File: src/rtl/mesp_pkg.sv
// Shared types and constants of the encoder speed poller.
`default_nettype none
package mesp_pkg;

   localparam int DEFAULT_ENCODER_SPAN = 4096;

   localparam logic [7:0]  STATION_RESET = 8'd2;
   localparam logic [15:0] START_RESET   = 16'd0;
   localparam logic [6:0]  COUNT_RESET   = 7'd1;

   localparam logic [1:0] CSR_STATION = 2'd0;
   localparam logic [1:0] CSR_START   = 2'd1;
   localparam logic [1:0] CSR_COUNT   = 2'd2;

   localparam logic [7:0] FUNC_READ_HOLDING = 8'h03;
   localparam logic [9:0] SPEED_SCALE       = 10'd1000;

   localparam int QUO_W     = 26;
   localparam int DIV_STEPS = QUO_W;

   localparam logic [2:0] TX_LAST = 3'd7;

   localparam logic       KIND_TX   = 1'b0;
   localparam logic       KIND_MEAS = 1'b1;

   typedef struct packed {
      logic       take;
      logic       load_tx;
      logic [2:0] tx_idx;
      logic       mul_go;
      logic       div_step;
      logic       load_meas;
   } cmd_type;

   typedef struct packed {
      logic hit;
      logic ivl_zero;
      logic out_free;
   } status_type;

endpackage
`default_nettype wire

File: src/rtl/mesp_ctrl.sv
// Controller state machine of the encoder speed poller.
`default_nettype none
module mesp_ctrl (
   input  wire                  clock,
   input  wire                  reset,
   input  wire                  req_valid,
   input  wire                  req_action,
   output logic                 req_stall,
   input  mesp_pkg::status_type status,
   output mesp_pkg::cmd_type    cmd
);
   localparam logic [2:0] S_IDLE = 3'd0;
   localparam logic [2:0] S_SEND = 3'd1;
   localparam logic [2:0] S_MUL  = 3'd2;
   localparam logic [2:0] S_DIV  = 3'd3;
   localparam logic [2:0] S_EMIT = 3'd4;

   logic [2:0] state_ff, state_in;
   logic [4:0] cnt_ff, cnt_in;

   always_comb begin
      state_in  = state_ff;
      cnt_in    = cnt_ff;
      cmd       = '0;
      req_stall = 1'b1;
      cmd.tx_idx = cnt_ff[2:0];
      unique case (state_ff)
         S_IDLE: begin
            req_stall = 1'b0;
            if (req_valid) begin
               cmd.take = 1'b1;
               cnt_in   = '0;
               if (req_action) begin
                  state_in = S_SEND;
               end else if (status.hit) begin
                  state_in = status.ivl_zero ? S_EMIT : S_MUL;
               end
            end
         end
         S_SEND: begin
            if (status.out_free) begin
               cmd.load_tx = 1'b1;
               if (cnt_ff[2:0] == mesp_pkg::TX_LAST) begin
                  state_in = S_IDLE;
               end else begin
                  cnt_in = cnt_ff + 5'd1;
               end
            end
         end
         S_MUL: begin
            cmd.mul_go = 1'b1;
            cnt_in     = '0;
            state_in   = S_DIV;
         end
         S_DIV: begin
            cmd.div_step = 1'b1;
            if (cnt_ff == 5'(mesp_pkg::DIV_STEPS - 1)) begin
               state_in = S_EMIT;
            end else begin
               cnt_in = cnt_ff + 5'd1;
            end
         end
         S_EMIT: begin
            if (status.out_free) begin
               cmd.load_meas = 1'b1;
               state_in      = S_IDLE;
            end
         end
         default: begin
            state_in = S_IDLE;
         end
      endcase
   end

   always_ff @(posedge clock) begin
      if (reset) begin
         state_ff <= S_IDLE;
         cnt_ff   <= '0;
      end else begin
         state_ff <= state_in;
         cnt_ff   <= cnt_in;
      end
   end
endmodule
`default_nettype wire

File: src/rtl/mesp_dp.sv
// Datapath of the encoder speed poller: registers, CRC, wrap, divider, output beat.
`default_nettype none
module mesp_dp #(
   parameter int ENCODER_SPAN = mesp_pkg::DEFAULT_ENCODER_SPAN
) (
   input  wire                   clock,
   input  wire                   reset,
   input  wire                   csr_wr_en,
   input  wire  [1:0]            csr_index,
   input  wire  [15:0]           csr_wdata,
   input  wire                   req_action,
   input  wire  [7:0]            req_rx_byte,
   input  wire  [31:0]           req_now_tick,
   input  wire                   rsp_stall,
   output logic                  rsp_valid,
   output logic                  rsp_kind,
   output logic [7:0]            rsp_tx_byte,
   output logic                  rsp_last_byte,
   output logic [15:0]           rsp_position,
   output logic [15:0]           rsp_interval,
   output logic signed [15:0]    rsp_delta,
   output logic signed [15:0]    rsp_speed,
   output logic [15:0]           rsp_good_count,
   output logic [15:0]           rsp_error_count,
   input  mesp_pkg::cmd_type     cmd,
   output mesp_pkg::status_type  status
);
   localparam logic [16:0] SPAN_W = 17'(ENCODER_SPAN);
   localparam logic [16:0] LO_W   = 17'(ENCODER_SPAN / 4);
   localparam logic [16:0] HI_W   = 17'(ENCODER_SPAN - ENCODER_SPAN / 4);

   function automatic logic [15:0] crc_byte(input logic [15:0] crc, input logic [7:0] data);
      logic [15:0] c;
      c = crc ^ {8'h00, data};
      for (int b = 0; b < 8; b++) begin
         c = c[0] ? ((c >> 1) ^ 16'hA001) : (c >> 1);
      end
      return c;
   endfunction

   logic [7:0]  station_ff;
   logic [15:0] start_ff;
   logic [6:0]  count_ff;
   logic [7:0]  rx_count_ff;
   logic [7:0]  hdr_ff [5];
   logic        pending_ff;
   logic [15:0] prev_pos_ff;
   logic [31:0] prev_tick_ff;
   logic [15:0] last_speed_ff;
   logic [15:0] good_ff;
   logic [15:0] err_ff;
   logic [15:0] crc_ff;
   logic [15:0] pos_ff;
   logic [15:0] ivl_ff;
   logic [15:0] delta_ff;
   logic        neg_ff;
   logic [mesp_pkg::QUO_W-1:0] quo_ff;
   logic [15:0] rem_ff;
   logic        valid_ff;

   // Header as it stands once the incoming byte is written.
   logic [7:0]  hv [5];
   logic [7:0]  rx_new;
   logic [8:0]  need;
   logic [15:0] pos_new;
   logic [31:0] tick_diff;
   logic [15:0] ivl_new;
   logic [15:0] delta_new;
   logic        rx_take;

   always_comb begin
      for (int k = 0; k < 5; k++) begin
         hv[k] = (rx_count_ff == 8'(k)) ? req_rx_byte : hdr_ff[k];
      end
      rx_new    = (rx_count_ff == 8'hFF) ? rx_count_ff : rx_count_ff + 8'd1;
      need      = {1'b0, count_ff, 1'b0} + 9'd5;
      pos_new   = {hv[3], hv[4]};
      tick_diff = req_now_tick - prev_tick_ff;
      ivl_new   = tick_diff[15:0];
      delta_new = pos_new - prev_pos_ff;
      if ({1'b0, pos_new} < LO_W && {1'b0, prev_pos_ff} > HI_W) begin
         delta_new = delta_new + SPAN_W[15:0];
      end else if ({1'b0, pos_new} > HI_W && {1'b0, prev_pos_ff} < LO_W) begin
         delta_new = delta_new - SPAN_W[15:0];
      end
      rx_take         = cmd.take && !req_action;
      status.hit      = ({1'b0, rx_new} >= need) && (hv[0] == station_ff)
                        && (hv[1] == mesp_pkg::FUNC_READ_HOLDING)
                        && (hv[2] == {count_ff, 1'b0});
      status.ivl_zero = (ivl_new == 16'd0);
      status.out_free = !valid_ff || !rsp_stall;
   end

   // Frame byte and CRC for the current transmit beat.
   logic [7:0] frame_byte;
   always_comb begin
      unique case (cmd.tx_idx)
         3'd0:    frame_byte = station_ff;
         3'd1:    frame_byte = mesp_pkg::FUNC_READ_HOLDING;
         3'd2:    frame_byte = start_ff[15:8];
         3'd3:    frame_byte = start_ff[7:0];
         3'd4:    frame_byte = 8'h00;
         3'd5:    frame_byte = {1'b0, count_ff};
         3'd6:    frame_byte = crc_ff[7:0];
         default: frame_byte = crc_ff[15:8];
      endcase
   end

   // Divider step and speed saturation.
   logic [16:0] shifted;
   logic [16:0] trial;
   logic [15:0] mag;
   logic [15:0] speed_sat;
   logic [15:0] speed_out;
   always_comb begin
      shifted = {rem_ff, quo_ff[mesp_pkg::QUO_W-1]};
      trial   = shifted - {1'b0, ivl_ff};
      mag     = delta_ff[15] ? (16'd0 - delta_ff) : delta_ff;
      if (neg_ff) begin
         speed_sat = (quo_ff > mesp_pkg::QUO_W'(32768)) ? 16'h8000 : (16'd0 - quo_ff[15:0]);
      end else begin
         speed_sat = (quo_ff > mesp_pkg::QUO_W'(32767)) ? 16'h7FFF : quo_ff[15:0];
      end
      speed_out = (ivl_ff == 16'd0) ? last_speed_ff : speed_sat;
   end

   always_ff @(posedge clock) begin
      if (reset) begin
         station_ff    <= mesp_pkg::STATION_RESET;
         start_ff      <= mesp_pkg::START_RESET;
         count_ff      <= mesp_pkg::COUNT_RESET;
         rx_count_ff   <= '0;
         pending_ff    <= 1'b0;
         prev_pos_ff   <= '0;
         prev_tick_ff  <= '0;
         last_speed_ff <= '0;
         good_ff       <= '0;
         err_ff        <= '0;
         valid_ff      <= 1'b0;
      end else begin
         if (csr_wr_en) begin
            unique case (csr_index)
               mesp_pkg::CSR_STATION: station_ff <= csr_wdata[7:0];
               mesp_pkg::CSR_START:   start_ff   <= csr_wdata;
               mesp_pkg::CSR_COUNT:   count_ff   <= csr_wdata[6:0];
               default: ;
            endcase
         end
         if (cmd.take && req_action) begin
            if (pending_ff) begin
               err_ff <= err_ff + 16'd1;
            end
            rx_count_ff <= '0;
            pending_ff  <= 1'b1;
         end
         if (rx_take) begin
            if (status.hit) begin
               rx_count_ff  <= '0;
               pending_ff   <= 1'b0;
               prev_pos_ff  <= pos_new;
               prev_tick_ff <= req_now_tick;
               good_ff      <= good_ff + 16'd1;
            end else begin
               rx_count_ff <= rx_new;
            end
         end
         if (cmd.load_meas) begin
            last_speed_ff <= speed_out;
         end
         if (cmd.load_tx || cmd.load_meas) begin
            valid_ff <= 1'b1;
         end else if (!rsp_stall) begin
            valid_ff <= 1'b0;
         end
      end
   end

   // Payload registers, no reset.
   always_ff @(posedge clock) begin
      if (rx_take) begin
         for (int k = 0; k < 5; k++) begin
            if (rx_count_ff == 8'(k)) begin
               hdr_ff[k] <= req_rx_byte;
            end
         end
         pos_ff   <= pos_new;
         ivl_ff   <= ivl_new;
         delta_ff <= delta_new;
      end
      if (cmd.take && req_action) begin
         crc_ff <= 16'hFFFF;
      end else if (cmd.load_tx && cmd.tx_idx < 3'd6) begin
         crc_ff <= crc_byte(crc_ff, frame_byte);
      end
      if (cmd.mul_go) begin
         neg_ff <= delta_ff[15];
         quo_ff <= mesp_pkg::QUO_W'(mag) * mesp_pkg::QUO_W'(mesp_pkg::SPEED_SCALE);
         rem_ff <= '0;
      end else if (cmd.div_step) begin
         if (!trial[16]) begin
            rem_ff <= trial[15:0];
            quo_ff <= {quo_ff[mesp_pkg::QUO_W-2:0], 1'b1};
         end else begin
            rem_ff <= shifted[15:0];
            quo_ff <= {quo_ff[mesp_pkg::QUO_W-2:0], 1'b0};
         end
      end
      if (cmd.load_tx) begin
         rsp_kind        <= mesp_pkg::KIND_TX;
         rsp_tx_byte     <= frame_byte;
         rsp_last_byte   <= (cmd.tx_idx == mesp_pkg::TX_LAST);
         rsp_position    <= '0;
         rsp_interval    <= '0;
         rsp_delta       <= '0;
         rsp_speed       <= '0;
         rsp_good_count  <= good_ff;
         rsp_error_count <= err_ff;
      end else if (cmd.load_meas) begin
         rsp_kind        <= mesp_pkg::KIND_MEAS;
         rsp_tx_byte     <= '0;
         rsp_last_byte   <= 1'b0;
         rsp_position    <= pos_ff;
         rsp_interval    <= ivl_ff;
         rsp_delta       <= delta_ff;
         rsp_speed       <= speed_out;
         rsp_good_count  <= good_ff;
         rsp_error_count <= err_ff;
      end
   end

   assign rsp_valid = valid_ff;
endmodule
`default_nettype wire

File: src/rtl/modbus_encoder_speed_poller_top.sv
// Top level of the Modbus RTU encoder speed poller.
`default_nettype none
// Modbus RTU master that polls an absolute encoder with read-holding-registers
// requests and reports position, interval, wrap-corrected delta and speed.
// A send beat (action 1) produces eight transmit beats, the request frame with
// its CRC-16 low byte first; each is loaded when the output is not stalled.
// A received byte that does not complete a matching reply is taken without a
// stall; the byte that completes a matching reply is captured, then delta is
// scaled by 1000, the restoring divider runs (one quotient bit per cycle) and
// the measurement is emitted. When the interval is zero the divider is skipped
// and the previous speed is repeated. The input stalls while a send or a
// measurement is in progress. The reply CRC is not checked. Registers:
// 0 station, 1 start register, 2 register count.
module modbus_encoder_speed_poller_top #(
   parameter int ENCODER_SPAN = mesp_pkg::DEFAULT_ENCODER_SPAN
) (
   input  wire                clock,
   input  wire                reset,
   input  wire                csr_wr_en,
   input  wire  [1:0]         csr_index,
   input  wire  [15:0]        csr_wdata,
   input  wire                req_valid,
   output logic               req_stall,
   input  wire                req_action,
   input  wire  [7:0]         req_rx_byte,
   input  wire  [31:0]        req_now_tick,
   output logic               rsp_valid,
   input  wire                rsp_stall,
   output logic               rsp_kind,
   output logic [7:0]         rsp_tx_byte,
   output logic               rsp_last_byte,
   output logic [15:0]        rsp_position,
   output logic [15:0]        rsp_interval,
   output logic signed [15:0] rsp_delta,
   output logic signed [15:0] rsp_speed,
   output logic [15:0]        rsp_good_count,
   output logic [15:0]        rsp_error_count
);
   mesp_pkg::cmd_type    cmd;
   mesp_pkg::status_type status;

   // Sequence sends and measurements; only it decides when a beat is taken.
   mesp_ctrl u_ctrl (
      .clock      (clock),
      .reset      (reset),
      .req_valid  (req_valid),
      .req_action (req_action),
      .req_stall  (req_stall),
      .status     (status),
      .cmd        (cmd)
   );

   // Hold configuration and measurement state, build frames, match replies and run the divider.
   mesp_dp #(
      .ENCODER_SPAN (ENCODER_SPAN)
   ) u_dp (
      .clock           (clock),
      .reset           (reset),
      .csr_wr_en       (csr_wr_en),
      .csr_index       (csr_index),
      .csr_wdata       (csr_wdata),
      .req_action      (req_action),
      .req_rx_byte     (req_rx_byte),
      .req_now_tick    (req_now_tick),
      .rsp_stall       (rsp_stall),
      .rsp_valid       (rsp_valid),
      .rsp_kind        (rsp_kind),
      .rsp_tx_byte     (rsp_tx_byte),
      .rsp_last_byte   (rsp_last_byte),
      .rsp_position    (rsp_position),
      .rsp_interval    (rsp_interval),
      .rsp_delta       (rsp_delta),
      .rsp_speed       (rsp_speed),
      .rsp_good_count  (rsp_good_count),
      .rsp_error_count (rsp_error_count),
      .cmd             (cmd),
      .status          (status)
   );

   // A send beat keeps the input stalled while the frame goes out.
   a_send_busy: assert property (@(posedge clock) disable iff (reset)
      (req_valid && !req_stall && req_action) |=> req_stall)
      else $error("input not stalled after send beat");

   // The closing frame byte is always a transmit beat.
   a_last_is_tx: assert property (@(posedge clock) disable iff (reset)
      (rsp_valid && rsp_last_byte) |-> (rsp_kind == mesp_pkg::KIND_TX))
      else $error("last byte flag on a measurement beat");

   // A measurement beat carries no frame byte.
   a_meas_clean: assert property (@(posedge clock) disable iff (reset)
      (rsp_valid && rsp_kind == mesp_pkg::KIND_MEAS) |-> (rsp_tx_byte == 8'h00))
      else $error("measurement beat carries a frame byte");
endmodule
`default_nettype wire

File: config.mk
export PLATFORM = sky130hd
export DESIGN_NAME = modbus_encoder_speed_poller_top
export DESIGN_NICKNAME = d
export VERILOG_FILES = /design/src/rtl/mesp_pkg.sv /design/src/rtl/mesp_ctrl.sv /design/src/rtl/mesp_dp.sv /design/src/rtl/modbus_encoder_speed_poller_top.sv
export SDC_FILE = /design/constraint.sdc
export NUM_CORES = 1
export LEC_CHECK = 0
export BUFFER_PORTS_ARGS = -buffer_cell sky130_fd_sc_hd__buf_2
export CAP_MARGIN = 15
export CORE_MARGIN = 4
export CORE_UTILIZATION = 35
export DETAILED_ROUTE_END_ITERATION = 7
export PLACE_DENSITY = 0.53
export SYNTH_ARGS = -nofsm -noshare
export SYNTH_HDL_FRONTEND = slang
export SYNTH_SLANG_ARGS = --single-unit
File: constraint.sdc
create_clock -name clock -period 8.89 [get_ports clock]
set_input_delay 2.2225 -clock clock [delete_from_list [all_inputs] [get_ports clock]]
set_output_delay 2.2225 -clock clock [all_outputs]
set_load 0.01 [all_outputs]
==> results_dict.tcl <==
set metrics [dict create \
    status "complete, no violations" \
    final_common_cell "nand2_1" \
    slew_headroom_pct 25.3 \
    ant_nets 0 \
    stdcell_count 3229 \
    grt_pass1_wl_um 86700 \
    cts_tree "built" \
    endpoint "u_dp.quo_ff[24]" \
    synth_cells 2291 \
    clk_latency_ns 0.58 \
    htree_levels 2 \
    vdd_drop_max_v 0.000141 \
    row_count 90 \
    crit_start "u_dp.delta_ff[0]" \
    finalSetupViolations 0 \
    largest-register "u_dp.hdr_ff" \
    yosys-top-cells-area "edfxtp_1 21%, dfxtp_1 21%, ha_1 7.0%" \
    synth_top_cell_area_share_pct 21.5 \
    worstMarginPinSlew_ns 1.11 \
    largest_reg_flops 40 \
    die_area_mm2 0.0651 \
    setup_tns_ns 0 \
    remaining_drc_errors 0 \
    fillers 5947 \
    reg2reg_depth 22 \
    clk_pin_slew_ns 0.06 \
    vias_per_cell 5.21 \
    die_x_um 255 \
    ys_seq_elements 382 \
    endpoint_kind "flop" \
    fmax_ghz 0.141 \
    startpoint_type "flop" \
    die_h_um 255 \
    hp-start "u_dp.err_ff[14]" \
    start_util_pct 35.4 \
    place_ws_ns 1.72 \
    synth_edf_count 153 \
    num-nets-final 2644 \
    cts.sinks 382 \
    mostFrequentLayoutCells "334 x nand2_1, 229 x dfxtp_1, 169 x inv_1" \
    cap_violations 0 \
    yosys_warnings 0 \
    totalWireLength_um 54000 \
    port_buffers 155 \
    syn-cell-area_mm2 0.0214 \
    rrSetupSlack_ns 1.80 \
    drt-pass1-iter-count 5 \
    drive_gt1_share_pct 11.8 \
    hpwl_um 39700 \
    grtUsageTotal_pct 16.3 \
    holdBufCountCts 0 \
    synthArstFlopShare_pct 0 \
    hold_viol_final 0 \
    p_per_area_mw_per_mm2 205 \
    placed_cells 3145 \
    root_buffer "clkbuf_16" \
    largestRegisters "u_dp.hdr_ff x40, u_dp.quo_ff x26" \
    fin_crit_sh_pct 79.7 \
    worst_r2r_endpoint "u_dp.quo_ff[24]" \
    power.leakage_nw 9.56 \
    period_minus_slack_ns 7.09 \
    drv_slew 0 \
    timing.rr.start "u_dp.delta_ff[0]" \
    postCtsSetupBuffers 0 \
    rsz0062_at_grt "false" \
    synth_area_per_cell_um2 9.34 \
    cts_made_buffers 44 \
    cp.arrival_ns 7.41 \
    path_class "reg2reg" \
    synth_top_cell_by_area "edfxtp_1" \
    core_area_mm2 0.0605 \
    crit_required_ns 9.21 \
    synth_ff_type "dfxtp_1" \
    num_vias 16800 \
    cts_buffer_depth 3 \
    cp_max_fo 8 \
    area_growth_syn_to_layout_pct 13.7 \
    place_congestion 0.860 \
    wl_per_cell_um 16.7 \
    multi_input_area_mm2 0.0112 \
    worstHoldPathType "reg2reg" \
    seq_area_frac_synth_pct 42.9 \
    fin_skew_ns 0.0334 \
    antenna_found_initial 2 \
    post_cts_resize_count 0 \
    seq_area_mm2 0.00918 \
    synth.distinct_cells 77 \
    worst_slack_ns 1.80 \
    detail_route.iter0.violations 1015 \
    grt_pass1_vias 16600 \
    grt_max_degree 68 \
    overflow 0 \
    synth_fp_nets 2526 \
    num_io_pins 172 \
]
[cells in the mapped netlist (18+ instances only)]
library cell,count
a21o_1,19
a21oi_1,169
and3_1,21
clkbuf_1,83
dfxtp_1,229
edfxtp_1,153
fa_1,51
ha_1,120
inv_1,171
mux2_2,18
mux2i_1,50
nand2_1,334
nand3_1,47
nand4_1,31
nor2_1,137
nor3_1,47
nor4_1,20
o211ai_1,36
o21a_1,23
o21ai_0,91
o31ai_1,28
or3_1,28
or4_1,25
xnor2_1,66
xor2_1,42
[worst min-delay path by stage]
stage                                           to  slack [ns]  cells after the start
after global routing      u_dp.rsp_error_count[14]        0.44                      0
after floorplan           u_dp.rsp_error_count[14]        0.41                      0
final                     u_dp.rsp_error_count[14]        0.44                      0
after detailed placement  u_dp.rsp_error_count[14]        0.43                      0
after CTS                 u_dp.rsp_error_count[14]        0.44                      0
after global placement    u_dp.rsp_error_count[14]        0.41                      0
[routing by layer]
layer	vias up	GRT usage, %	part of all wire (%)
li1	8394	-	-
met1	7994	21.0	45
met2	350	28.0	48
met3	92	2.75	4.3
met4	0	5.00	2.8
met5	-	0	0
[cells by family after synthesis]
| family | after synthesis | synth area share [%] |
|---|---|---|
| and+or+nand+nor | 785 | 17.6 |
| AOI/OAI and AO/OA | 504 | 15.0 |
| DFF | 382 | 42.9 |
| buffers and inverters | 272 | 4.82 |
| adders and majority gates | 171 | 11.8 |
| xor gates and xnor gates | 109 | 4.53 |
| muxes | 68 | 3.29 |
[power breakdown]
part	leakage, nW	switching, mW	internal [mW]	total, mW
clock	0.685	0.740	1.01	1.75
combinational	5.61	0.729	0.585	1.31
sequential	3.26	0.0497	1.87	1.92
[critical path: stages, from the launching register on]
cell,delay [ns]
edfxtp_1,0.53
inv_1,0.15
ha_1,0.18
nand2_1,0.07
or3_1,0.36
o31ai_1,0.38
nand2_1,0.12
xor2_1,0.59
fa_1,0.52
inv_1,0.08
fa_1,0.44
fa_1,0.49
fa_1,0.52
inv_1,0.04
ha_1,0.32
and3_1,0.23
nand3_1,0.08
or3b_2,0.47
a21oi_1,0.19
o21ai_0,0.17
a2111oi_0,0.49
o21ai_0,0.15
a32o_1,0.27
[final cells by class]
type | instances | share of cell area (%)
antenna | 2 | 0.0206
clock buffer | 58 | 4.87
clock inverter | 24 | 0.895
inverter | 174 | 2.69
multi-input combinational | 1637 | 46.1
sequential | 382 | 37.7
tap | 782 | 4.02
timing repair buffer | 170 | 3.66
[stage by stage]
step                instance area, µm²  power [mW]  hold WS (ns)  util, %
detailed placement               22900        3.28         0.426     37.9
global placement                 22900        3.26         0.415     37.9
floorplan                        21400        3.00         0.408        -
CTS                              24300        5.06         0.439     40.2
global route                     24300        5.31         0.445     40.2
finish                           24300        4.98         0.435     40.2
(Power assumes the default switching activity.)
